## config.mk

```make
export PLATFORM = sky130hd
export DESIGN_NAME = krtu_ram
export DESIGN_NICKNAME = d
export VERILOG_FILES = /design/src/hw/rtl/krtu_ram.sv
export SDC_FILE = /design/constraint.sdc
export NUM_CORES = 1
export LEC_CHECK = 0
export ABC_AREA = 1
export BUFFER_PORTS_ARGS = -buffer_cell sky130_fd_sc_hd__buf_2
export CAP_MARGIN = 20
export CORE_ASPECT_RATIO = 0.9
export CORE_MARGIN = 5
export CORE_UTILIZATION = 25
export CTS_BUF_LIST = sky130_fd_sc_hd__clkbuf_16
export CTS_CLUSTER_DIAMETER = 40
export DETAILED_ROUTE_END_ITERATION = 10
export GPL_TIMING_DRIVEN = 0
export PLACE_DENSITY_LB_ADDON = 0.2
export SYNTH_ARGS = -nofsm -noshare
export SYNTH_HDL_FRONTEND = slang
export SYNTH_SLANG_ARGS = --single-unit
```

## constraint.sdc

```tcl
create_clock -name i_clk -period 1.7 [get_ports i_clk]
set_input_delay 0.085 -clock i_clk [delete_from_list [all_inputs] [get_ports i_clk]]
set_output_delay 0.085 -clock i_clk [all_outputs]
set_load 0.02 [all_outputs]
```

## src/hw/rtl/krtu_ram.sv

```systemverilog
// ----------------------------------------------------------------------------
// krtu_ram
// Generic single-clock RAM with one write port and one read port. Read data
// is registered and appears in the cycle after the address.
// ----------------------------------------------------------------------------
module krtu_ram #(
    parameter int WIDTH = 8,
    parameter int DEPTH = 16,
    parameter int AW    = (DEPTH > 1) ? $clog2(DEPTH) : 1
) (
    input  logic             i_clk,
    input  logic             i_we,
    input  logic [AW-1:0]    i_waddr,
    input  logic [WIDTH-1:0] i_wdata,
    input  logic [AW-1:0]    i_raddr,
    output logic [WIDTH-1:0] o_rdata
);

    logic [WIDTH-1:0] r_mem [DEPTH];
    logic [WIDTH-1:0] r_rdata;

    always_ff @(posedge i_clk) begin
        if (i_we) begin
            r_mem[i_waddr] <= i_wdata;
        end
        r_rdata <= r_mem[i_raddr];
    end

    assign o_rdata = r_rdata;

endmodule

```

== Yosys cells after proc, flatten, opt, wreduce, memory -nomap -nowiden ==
Memory sizes are Yosys's and may differ from the RTL's. A register that Yosys moved wholly into a read port is not among the register bits.
Index checks and enable logic that the tools add are counted.
Cells by class
  add/sub/neg operators: 0
  multiply operators: 0
  divide/modulo/power cells: 0
  $lt $le $gt $ge: 0
  equal/unequal tests: 0
  shift operators: 0
  muxes and demuxes: 2
  bitwise operators: 0
  reductions and logical operators: 0
Operator list (number)
  1-bit 2-to-1 mux: 2
Storage, ports and cells
  flip-flop bits (word level): 0
  bits in latches: 0
  memory bits (writable): 128
  bits in read-only memories: 0
  input bits: 18
  output and inout bits: 8
  logic and storage cells: 3
  memories: 1
Memories
  r_mem: depth 16, width 8, read ports 1, clocked after memory_dff 1, write ports 1, line 19  | logic [WIDTH-1:0] r_mem [DEPTH];

== Longest topological paths before layout ==
Gate-level depths: netlist (run 1).
  depth in word-level cells: 2
  gate-level depth with buffers: 8
  mapped depth without buffers: 7

== Least setup slack after synthesis (run 1) ==
Ideal clock, no wire load.
  path type: input port to flip-flop
  start point: input i_waddr[2]
  end point: memory r_mem[10][0] (enable)
  arrival: 666 ps
  slack: 664 ps
  stages on the path: 2
  path buffers: 0
  cell sequence: nand3b_1 -> nor2_1
RTL lines
  start, declared: line 13  | input logic [AW-1:0] i_waddr,
  end, declared: line 19
Straight into the memory's write port.

== Worst setup path in the final report (run 1) ==
  start point: input i_waddr[3]
  end point: memory r_mem[6][4] (enable)
Straight into the memory's write port.

==> results of run 1 <==
-- metal layers --
metal	part of all wire (%)	vias to the layer above	GRT usage, %
met5	0	-	0
met4	2.3	0	5.095
met3	5.4	21	3.235
met2	43	108	17.38
met1	49	1797	17.84
li1	-	1860	-
-- per-stage QoR --
stage               power [mW]  util (%)  cells  setup slack, ps  hold WS (ps)
global placement         4.363     27.68    870            84.00         505.3
floorplan                4.128         -    551            664.2         183.9
finish                   7.824     30.18    902            499.8         55.38
CTS                      7.890     30.18    902            487.7         57.24
global route             8.097     30.18    902            382.1         61.81
detailed placement       4.368     27.68    870            35.15         507.4
-- area by class of cell --
type                       count  area, µm²  area share, %
multi-input combinational    289       1214          17.81
buffer                        24      166.4          2.443
clock inverter                15      138.9          2.039
inverter                     102      382.9          5.620
sequential                   136       4004          58.77
clock buffer                  17      425.4          6.244
timing repair buffer          22      110.1          1.616
tap                          297      371.6          5.455
-- cells by family after synthesis --
family        Yosys count  synth area share, %
buf+inv               126                9.525
flops                 136                69.43
simple gates          289                21.05
-- power by group through the flow --
stage	clock, mW	sequential, mW	combinational, mW
after floorplan	0	3.86	0.264
after global placement	0	3.84	0.527
after detailed placement	0	3.84	0.530
after CTS	3.59	3.77	0.532
after global routing	3.74	3.77	0.580
final	3.53	3.77	0.525
-- registers in the layout (all words and copies together), names as in the netlist --
signal / flops
r_mem: 128
o_rdata: 8
-- worst max-delay path by stage --
| stage | start | end |
|---|---|---|
| finish | i_waddr[3] | r_mem[6][4]$_DFFE_PP_ |
| global route | i_waddr[3] | r_mem[6][4]$_DFFE_PP_ |
| CTS | i_waddr[3] | r_mem[6][4]$_DFFE_PP_ |
| detailed placement | i_waddr[3] | r_mem[6][1]$_DFFE_PP_ |
| global placement | i_waddr[3] | r_mem[5][4]$_DFFE_PP_ |
| floorplan | i_waddr[2] | r_mem[10][0]$_DFFE_PP_ |
-- critical path, delay by kind of cell --
kind,cells,cell delay [ps]
buffers and inverters,1,120
and+or+nand+nor,2,1040
-- cell usage in the layout (no fill, tap or decap), drive strengths merged --
cell type / count
buf: 46
bufinv: 2
clkinvlp: 4
clkbuf: 17
edfxtp: 128
clkinv: 7
inv: 104
nand2: 173
nor2: 17
nand3b: 2
nand3: 97
dfxtp: 8
==> results.txt, run 1 <==
For this design the total switching power over the nets is 1.804 mW. The worst register-to-register path has a setup slack of 650 ps. The post-layout instance area came out at 6813 µm². Dividing the detail-routed wire length by the instance count gives 17.21 µm. After synthesis, the mean cell area works out to 10.47 µm².

The count of antenna diodes in the layout is 0. The share of the yosys chip area belonging to registers was 69.43%; the placeable core region was 22,580 µm². The number of synthesized register bits came out at 136. Summed over all cells, the static leakage comes to 2.885 nW. The synthesized design contains 128 enable-type register cells.

The logs give 2 for the deepest clock path buffer count and 610 for the number of nets at the end of the flow. The slowest stage of the critical path is the sky130_fd_sc_hd__nor2_1 cell. The share of total power consumed by net switching was 23.05%. The most common cell in the synthesized netlist is sky130_fd_sc_hd__nand2_1.

Net count after synthesis: 569. Between clock sinks in the finished design, the worst skew comes to 4.312 ps. Walking the worst path, the cells encountered are buf_2 > nand3b_1 > nor2_1. The tools report the final total negative setup slack as 0 ps.

The area growth from synthesis to final layout is 18.14%, and the required time reported for the critical path endpoint is 1750 ps. The highest achievable clock rate is 0.8332 GHz. Buffers placed on the I/O ports in this run total 22. The initial utilization of the core area, before any placement, comes to 25.54%.

TritonCTS created 17 clock buffers. The tools report the number of sinks on the clock net as 136. The post-place instance area is 6248 µm². The final cycle utilization of the critical path was 70.60%; the number of top-level pins was 26.

The run gives 52 as the total number of placement rows. The hold path endpoint was r_mem[0][2]$_DFFE_PP_. The kind of end point of the critical path was a flop.

The run finished with clean final reports. Dividing total power by cell area gives a power density of 1148 nW/µm². Setup repair after global routing left no endpoint under its margin.

The layout cell share with drive strength beyond 1 was 12.56%. In the synthesized netlist, the cells that appear most often are sky130_fd_sc_hd__nand2_1 (173), sky130_fd_sc_hd__edfxtp_1 (128), sky130_fd_sc_hd__inv_1 (100). The largest fanout on the critical path was 8. Of the total power, the clock network draws 45.1%. The floorplan die area was 26,210 µm².

The run gives 0 as the reported max-cap violation count. The critical register-to-register path endpoint was o_rdata[3]$_DFF_P_. The worst setup path is of the in2reg kind. The worst path in the final design needs a cycle of 1200 ps, including I/O delays and setup. The H-tree was split into 4 levels.

Slew at the pin with the worst max-slew slack: 1039 ps. The origin of the worst min-delay path was i_wdata[2]. The number of setup buffers added after CTS is 0.

Per report_power, the sequential group accounts for 48.1% of the total. The min-delay analysis places its worst path in the category in2reg. At the end of routability-driven placement, the weighted congestion stood at 0.8180.

On the worst path, the slowest cell contributes a delay of 820 ps. The number of gates resized after CTS was 0. The total count of hold-check failures in the final report was 0. The master cell of the clock root buffer is sky130_fd_sc_hd__clkbuf_16. The final route contains 3,786 vias.

The synthesized netlist occupies a cell area of 5767 µm². Entering global routing, the biggest net connects 17 pins. In this run the horizontal extent of the chip is 170.1 µm. TritonCTS built the clock tree. The worst-case IR drop observed on VDD is 0.7879 mV.

The post-detailed-routing wire length was 15,520 µm. The average vias per placed instance is 4.197, and the die boundary height is 154.1 µm. The first global-routing pass estimated 23,280 µm of wire. The number of different library cells in the post-synthesis netlist was 12.

sky130_fd_sc_hd__edfxtp_1 takes more of the synthesized area than any other cell. Detailed placer's ending HPWL: 10,280 µm. Number of routed nets with antenna violations: 0.

After clock tree synthesis, the flow added hold-fix buffers numbering 0. For this run, design rule violations remaining after detail routing come to 0. The run gives 6.7% as the part of the total power dissipated in combinational logic. By area the synthesized netlist is led by sky130_fd_sc_hd__edfxtp_1 (67%), sky130_fd_sc_hd__nand2_1 (11%), sky130_fd_sc_hd__nand3_1 (8.4%), sky130_fd_sc_hd__inv_1 (6.5%), sky130_fd_sc_hd__dfxtp_1 (2.8%). Yosys printed 0 warnings. The number of antenna violations at the first check in global routing was 0. The number of global-route vias before repair is 3,590.

The synthesized design devotes to its leading area cell type 66.65% of total area. For this run, the leading register cell type out of synthesis is sky130_fd_sc_hd__edfxtp_1. The final-report max-slew violation count came out at 0. The final setup violation count came out at 0. Number of optimization iterations in the first detailed-route pass: 5. The clock-pin slew on the worst setup and hold paths came out at 60 ps. The tools report the kind of start point of the critical path as an input port.

The count of fill cells added during filler insertion was 2,313; the internal power component was 6.021 mW. The worst register-to-register path has a depth of 6. The logs give 30.47% for the relative slew slack and 0 for the sum of overflow across all layers after global routing. The first routing iteration left 281 violations.

The number of cells on the worst hold path works out to 1. The all-layer global routing usage was 12.32%; the worst endpoint data arrival time was 1250 ps. The run gives 551 as the cell count after synthesis.

Clock latency on the worst-skew pair, taken at its later pin, is 430 ps. The worst register-to-register path begins at r_mem[13][3]$_DFFE_PP_. In the synthesized netlist the async set-or-reset flop fraction comes to 0%.
(Power assumes the default switching activity.)
==> run 2, diff against run 1 <==
clock period = 1.18 ns   (was 1.7 ns; I/O delays follow)
==> run 2 against run 1 <==
The flow now finishes with violations (negative setup slack). Critical path depth is the same. Via count shrank 0.48%. Wire length grew 0.25%. First-iteration DRC count shrank 1.4%. Hold slack lost 22 ps. Non-clock buffer count is the same. Clock power grew 44%. Die area is the same. Global-route usage is the same. Combinational power grew 45%. Critical path type unchanged. Critical endpoint is now r_mem[4][1]$_DFFE_PP_. Largest cell class unchanged. Largest power group unchanged.
==> results.txt, run 2 (synthesis results as in run 1) <==
The flow ran to the end, but the final reports show violations. The checks that failed: negative setup slack. The number of sinks on the clock net was 136 (unchanged); the final cycle utilization of the critical path was 102.1%. The largest fanout on the critical path was 8 (unchanged). The post-detailed-routing wire length is 15,560 µm (was 15,520 µm).

The register bank with the most flops was r_mem (unchanged). The tools report the pin count of the biggest net entering global routing as 17 (unchanged). The floorplan die area was 26,210 µm² (unchanged). For the effective utilization at floorplan, the log shows 25.54% (unchanged). The tools report the number of clock buffers inserted by TritonCTS as 17 (unchanged). The minimum setup slack in the final design was -25.21 ps (was 499.8 ps).

The number of global-route vias before repair came out at 3,590 (unchanged). Setup repair after global routing could not meet its margin everywhere. Class of the most critical setup path: in2reg (unchanged). The average vias per placed instance was 4.177 (was 4.197); the routed length per instance was 17.25 µm (was 17.21 µm).

Top library cells by usage in the layout, fill and taps aside: sky130_fd_sc_hd__nand2_1 (173), sky130_fd_sc_hd__edfxtp_1 (128), sky130_fd_sc_hd__inv_1 (102) (unchanged). The run gives 52 (unchanged) as the total number of placement rows. The power per cell area is 1650 nW/µm² (was 1148 nW/µm²). The logs give 5 (unchanged) for the number of optimization iterations in the first detailed-route pass and 4 (unchanged) for the number of levels the H-tree was split into. The clock network latency to the later pin of the worst-skew pair was 420 ps (was 430 ps); the final setup violation count was 8 (was 0). The post-place instance area was 6248 µm² (unchanged). For this run, the top clock speed supported by timing is 0.8297 GHz. The final standard cell count with taps included and fillers excluded was 902 (unchanged).

Critical Path, Cell by Cell: buf_2 > nand3b_1 > nor2_1 (unchanged). Number of buffer cells added on primary ports: 22 (unchanged). The flip-flop count of the largest register, all copies and words added was 128 (unchanged). For the last weighted congestion value of the routability-driven placer, the log shows 0.8180 (unchanged).

The largest stage delay on the critical path works out to 810 ps (was 820 ps). The buffers plus inverters on the worst setup path is 1 (unchanged). The width of the die is 170.1 µm (unchanged). The slew at the pin with the worst max-slew slack is 1004 ps (was 1039 ps), and the final total negative setup slack is -176.8 ps (was 0 ps). The peak supply drop is 1.129 mV (was 0.7879 mV), and the post-route DRC violation count is 0 (unchanged). The clock-pin slew on the worst setup and hold paths came out at 60 ps (about the same).

The total design power is 11.26 mW (was 7.824 mW). The run gives 0 (unchanged) as the reported max-cap violation count. The post-layout instance area is 6825 µm² (was 6813 µm²), and the count of antenna diodes in the layout is 0 (unchanged).

The master cell of the clock root buffer is sky130_fd_sc_hd__clkbuf_16 (unchanged). Counting I/O delays and the setup requirement, the final critical path takes 1205 ps. The number of routed nets with antenna violations is 0 (unchanged). The run gives 33.34 ps (was 55.38 ps) as the worst hold slack across all endpoints. The logs give 22,580 µm² (unchanged) for the placeable core region and 23,280 µm (unchanged) for the wire length of the first global-routing pass. Worst clock skew: 4.221 ps (was 4.312 ps). Cell family with the largest share of critical-path delay: simple AND/OR/NAND/NOR gates (unchanged). The number of top-level pins is 26 (unchanged). The area growth from synthesis to final layout is 18.36% (was 18.14%).

The most frequent standard cell in the layout excluding fill and tap cells was sky130_fd_sc_hd__nand2_1 (unchanged). The static leakage was 2.884 nW (was 2.885 nW); the total count of hold-check failures in the final report was 0 (unchanged). For the deepest clock path buffer count, the log shows 2 (unchanged). The run gives 610 (unchanged) as the number of nets at the end of the flow.

Standard cell with the maximum stage delay on the critical path: sky130_fd_sc_hd__nor2_1 (unchanged). The kind of end point of the critical path was a flop (unchanged). For the number of antenna violations at the first check in global routing, the log shows 0 (unchanged). The worst endpoint data arrival time was 1250 ps (about the same); the die boundary height was 154.1 µm (unchanged).

The layout cell share with drive strength beyond 1 was 13.39% (was 12.56%); the count of fill cells added during filler insertion was 2,315 (was 2,313). For the number of DRC markers after the initial detailed-route iteration, the log shows 277 (was 281). Kind of start point of the critical path: an input port (unchanged). The all-layer global routing usage was 12.32% (unchanged); the total vias in the final route was 3,768 (was 3,786).

The tools report the number of placed instances, taps included as 870 (unchanged). The tools report the detailed placer's ending HPWL as 10,280 µm (unchanged). The sum of overflow across all layers after global routing came out at 0 (unchanged). The required time reported for the critical path endpoint is 1220 ps (was 1750 ps).

The tools report the hold-fix buffer count after cts as 0 (unchanged). The relative slew slack came out at 32.79% (was 30.47%). The worst hold-check path type is in2reg (unchanged). The run gives 0 (unchanged) as the final-report max-slew violation count.

TritonCTS built the clock tree.
==> run 2: cell counts in the layout (fill, tap and decap cells not counted) <==
No cell type changed its count.
==> run 2: through the flow <==
step / utilization, % / worst slack (ps)
after floorplan: - / 170.2
after global placement: 27.68 / -410.0
after detailed placement: 27.68 / -458.9
after global routing: 30.23 / -99.62
final: 30.23 / -25.21
after CTS: 30.18 / -6.319
==> run 2: path summary, 6_finish.rpt <==
path	start	slack (ps)	end	depth (start not counted)
setup reg to reg	r_mem[13][3]$_DFFE_PP_	140	o_rdata[3]$_DFF_P_	6
hold / removal	i_wdata[2]	30	r_mem[0][2]$_DFFE_PP_	1
hold reg to reg	r_mem[6][7]$_DFFE_PP_	700	o_rdata[7]$_DFF_P_	6
setup / recovery	i_waddr[3]	-30	r_mem[4][1]$_DFFE_PP_	3
==> run 2: cell type report <==
cell class	count	area, µm²	share of cell area (%)
Multi-Input combinational cell	289	1226	17.97
Timing Repair Buffer	22	110.1	1.613
Buffer	24	166.4	2.438
Inverter	102	382.9	5.610
Clock inverter	15	138.9	2.035
Clock buffer	17	425.4	6.233
Tap cell	297	371.6	5.445
Sequential cell	136	4004	58.66
==> run 2: repair_timing <==
item / CTS / global route
pin swaps: 0 / 0
setup buffers: 0 / 0
setup endpoints to repair: 8 / 48
resized for setup: 0 / 5
==> run 2: report_power, final <==
group	switching (mW)	internal (mW)	leakage (nW)
combinational	0.551	0.208	1.39
clock	2.01	3.06	0.274
sequential	0.0254	5.40	1.22
==> run 2: metal layers <==
layer / global-route usage (%) / wire length, µm
met5: 0 / 0
met3: 3.235 / 806
met1: 17.84 / 7713
met4: 5.095 / 350
met2: 17.38 / 6691
==> run 3, diff against run 2 <==
CELL_PAD_IN_SITES_DETAIL_PLACEMENT = 2   (was not set)
CELL_PAD_IN_SITES_GLOBAL_PLACEMENT = 2   (was not set)
==> run 3 against run 2 <==
Count of clock-buffer cells in the layout unchanged. Maximum frequency grew 9.1%. Wire length rose by 19%. Via count grew 3.8%. Sequential power about the same. Highest routed layer unchanged. Core utilization rose by 0.42 points. Global-route usage rose by 2.6 points. The flow now finishes without violations. Critical path type unchanged.
==> results.txt, run 3 (synthesis results as in run 1) <==
For the total number of placement rows, the log shows 52 (unchanged). TritonCTS built the clock tree. The reported max-cap violation count is 0 (unchanged). Kind of start point of the critical path: an input port (unchanged). The die boundary height is 154.1 µm (unchanged), and the average vias per placed instance is 4.338 (was 4.177). The critical register-to-register path endpoint was o_rdata[0]$_DFF_P_ (was o_rdata[3]$_DFF_P_). The setup slack of the worst register-to-register path is 90 ps (was 140 ps), and the peak supply drop is 0.8880 mV (was 1.129 mV). The width of the die was 170.1 µm (unchanged). The flip-flop count of the largest register, all copies and words added was 128 (unchanged).

The logs give 0 (unchanged) for the number of routed nets with antenna violations and 50.24 ps (was 33.34 ps) for the worst hold slack across all endpoints. Setup repair after global routing left no endpoint under its margin. The clock-pin slew on the worst setup and hold paths came out at 60 ps (about the same).

Total vias in the final route: 3,913 (was 3,768). The logs give 6248 µm² (unchanged) for the post-place instance area and 4 (unchanged) for the number of levels the H-tree was split into. The layout cell share with drive strength beyond 1 was 14.38% (was 13.39%). The post-route DRC violation count is 0 (unchanged).

The tools report the launch instance of the worst register-to-register path as r_mem[3][0]$_DFFE_PP_ (was r_mem[13][3]$_DFFE_PP_). The run gives 870 (unchanged) as the number of placed instances, taps included. The worst clock skew is 7.055 ps (was 4.221 ps), and the largest fanout on the critical path is 8 (unchanged). The run gives 0.9054 GHz (was 0.8297 GHz) as the highest achievable clock rate. For the final-report max-slew violation count, the log shows 0 (unchanged).

Top library cells by usage in the layout, fill and taps aside: sky130_fd_sc_hd__nand2_1 (173), sky130_fd_sc_hd__edfxtp_1 (128), sky130_fd_sc_hd__inv_1 (101) (was sky130_fd_sc_hd__nand2_1 (173), sky130_fd_sc_hd__edfxtp_1 (128), sky130_fd_sc_hd__inv_1 (102)). The wire length of the first global-routing pass is 28,010 µm (was 23,280 µm), and the number of antenna violations at the first check in global routing is 0 (unchanged). The worst endpoint data arrival time was 1160 ps (was 1250 ps); the clock network latency to the later pin of the worst-skew pair was 430 ps (was 420 ps). The number of clock buffers inserted by TritonCTS was 17 (unchanged). Number of nets at the end of the flow: 610 (unchanged).

The logs give 17 (unchanged) for the pin count of the biggest net entering global routing and 4 (was 5) for the number of optimization iterations in the first detailed-route pass. The final cycle utilization of the critical path is 93.60% (was 102.1%). The last weighted congestion value of the routability-driven placer came out at 0.7482 (was 0.8180). The most frequent standard cell in the layout excluding fill and tap cells was sky130_fd_sc_hd__nand2_1 (unchanged). The run gives 2.925 nW (was 2.884 nW) as the static leakage. The slew at the pin with the worst max-slew slack came out at 920.2 ps (was 1004 ps). The run finished with clean final reports. The register bank with the most flops is r_mem (unchanged). The logic depth of the worst register-to-register path came out at 6 (unchanged).

The hold path endpoint was r_mem[3][2]$_DFFE_PP_ (was r_mem[0][2]$_DFFE_PP_). The master cell of the clock root buffer is sky130_fd_sc_hd__clkbuf_16 (unchanged). Power per cell area: 1762 nW/µm² (was 1650 nW/µm²). The all-layer global routing usage is 14.90% (was 12.32%). The number of cells on the worst hold path was 1 (unchanged); the total design power was 12.19 mW (was 11.26 mW). The number of sinks on the clock net was 136 (unchanged); the count of antenna diodes in the layout was 0 (unchanged). The number of top-level pins is 26 (unchanged), and the floorplan die area is 26,210 µm² (unchanged). The number of buffer cells added on primary ports came out at 22 (unchanged).

The deepest clock path buffer count is 2 (unchanged). The tools report the kind of end point of the critical path as a flop (unchanged). The number of DRC markers after the initial detailed-route iteration came out at 194 (was 277). For the number of global-route vias before repair, the log shows 4,372 (was 3,590). The tools report the detailed placer's ending HPWL as 12,500 µm (was 10,280 µm).

Relative slew slack: 38.43% (was 32.79%). Worst hold-check path type: in2reg (unchanged). The area growth from synthesis to final layout was 19.98% (was 18.36%).

For the placeable core region, the log shows 22,580 µm² (unchanged). The effective utilization at floorplan is 25.54% (unchanged). The tools report the post-layout instance area as 6919 µm² (was 6825 µm²). The final standard cell count with taps included and fillers excluded was 902 (unchanged). The tools report the required time reported for the critical path endpoint as 1230 ps (was 1220 ps). The post-detailed-routing wire length is 18,590 µm (was 15,560 µm), and the hold-fix buffer count after cts is 0 (unchanged). The tools report the origin of the worst min-delay path as i_wdata[2] (unchanged).

The final setup violation count was 0 (was 8); the routed length per instance was 20.60 µm (was 17.25 µm). The total count of hold-check failures in the final report was 0 (unchanged). The post-layout minimum cycle time works out to 1104 ps (was 1205 ps). The sum of overflow across all layers after global routing was 0 (unchanged). The class of the most critical setup path was in2reg (unchanged).
-- run 3: cell count changes in the layout (fill, tap and decap cells not counted), moves of 2 or more --
| cell | change |
|---|---|
| sky130_fd_sc_hd__clkinv_2 | -2 |
| sky130_fd_sc_hd__bufinv_16 | +3 |
| sky130_fd_sc_hd__nor2_2 | +4 |
| sky130_fd_sc_hd__inv_6 | +4 |
| sky130_fd_sc_hd__clkinvlp_4 | -2 |
| sky130_fd_sc_hd__nor2_1 | -4 |
-- run 3: critical path: stages --
cell and delay, ps:
sky130_fd_sc_hd__buf_2 110, sky130_fd_sc_hd__inv_1 70, sky130_fd_sc_hd__nand2_1 160, sky130_fd_sc_hd__nor2_1 750
-- run 3: final cells by class --
type | instances | area, µm²
fillers | 2468 | 15660
flip-flops and latches | 136 | 4004
multi-input cells | 289 | 1236
clock buffers | 17 | 425.4
inverters | 102 | 382.9
well taps | 297 | 371.6
clock inverters | 15 | 222.7
plain buffers | 24 | 166.4
repair buffers | 22 | 110.1
-- run 3: layer usage --
| metal | GRT usage (%) | vias up | wire (µm) |
|---|---|---|---|
| met5 | 0 | - | 0 |
| met4 | 4.449 | 0 | 252 |
| met3 | 3.132 | 17 | 713 |
| met2 | 23.21 | 60 | 8568 |
| met1 | 20.89 | 1973 | 9051 |
| li1 | - | 1863 | - |
-- run 3: through the flow --
step                      util, %  setup WS [ps]  TNS (ps)
after floorplan                 -          170.2         0
after global placement      27.68         -547.2    -46370
after detailed placement    27.68         -593.6    -51530
after CTS                   30.63          2.693         0
after global routing        30.65          4.560         0
final                       30.65          75.54         0
-- run 3: repair_timing --
item	in CTS	in global routing
setup endpoints to repair	42	16
endpoints found under the hold margin	0	0
buffers inserted	0	0
resized for setup	7	2
-- run 3: power by group --
part           leakage [nW]  total (mW)  internal, mW  switching [mW]
Combinational          1.39       0.802         0.209           0.594
Sequential             1.22        5.43          5.40          0.0285
Clock                 0.316        5.96          3.76            2.20
-- run 3: worst max-delay path by stage --
| stage | from | depth (start not counted) | slack, ps | to |
|---|---|---|---|---|
| after floorplan | i_waddr[2] | 2 | 170 | r_mem[10][0]$_DFFE_PP_ |
| after global placement | i_waddr[3] | 3 | -550 | r_mem[6][3]$_DFFE_PP_ |
| after detailed placement | i_waddr[3] | 3 | -590 | r_mem[7][3]$_DFFE_PP_ |
| after CTS | i_waddr[2] | 3 | 3 | r_mem[9][4]$_DFFE_PP_ |
| after global routing | i_waddr[1] | 4 | 5 | r_mem[1][0]$_DFFE_PP_ |
| final | i_waddr[1] | 4 | 80 | r_mem[1][0]$_DFFE_PP_ |
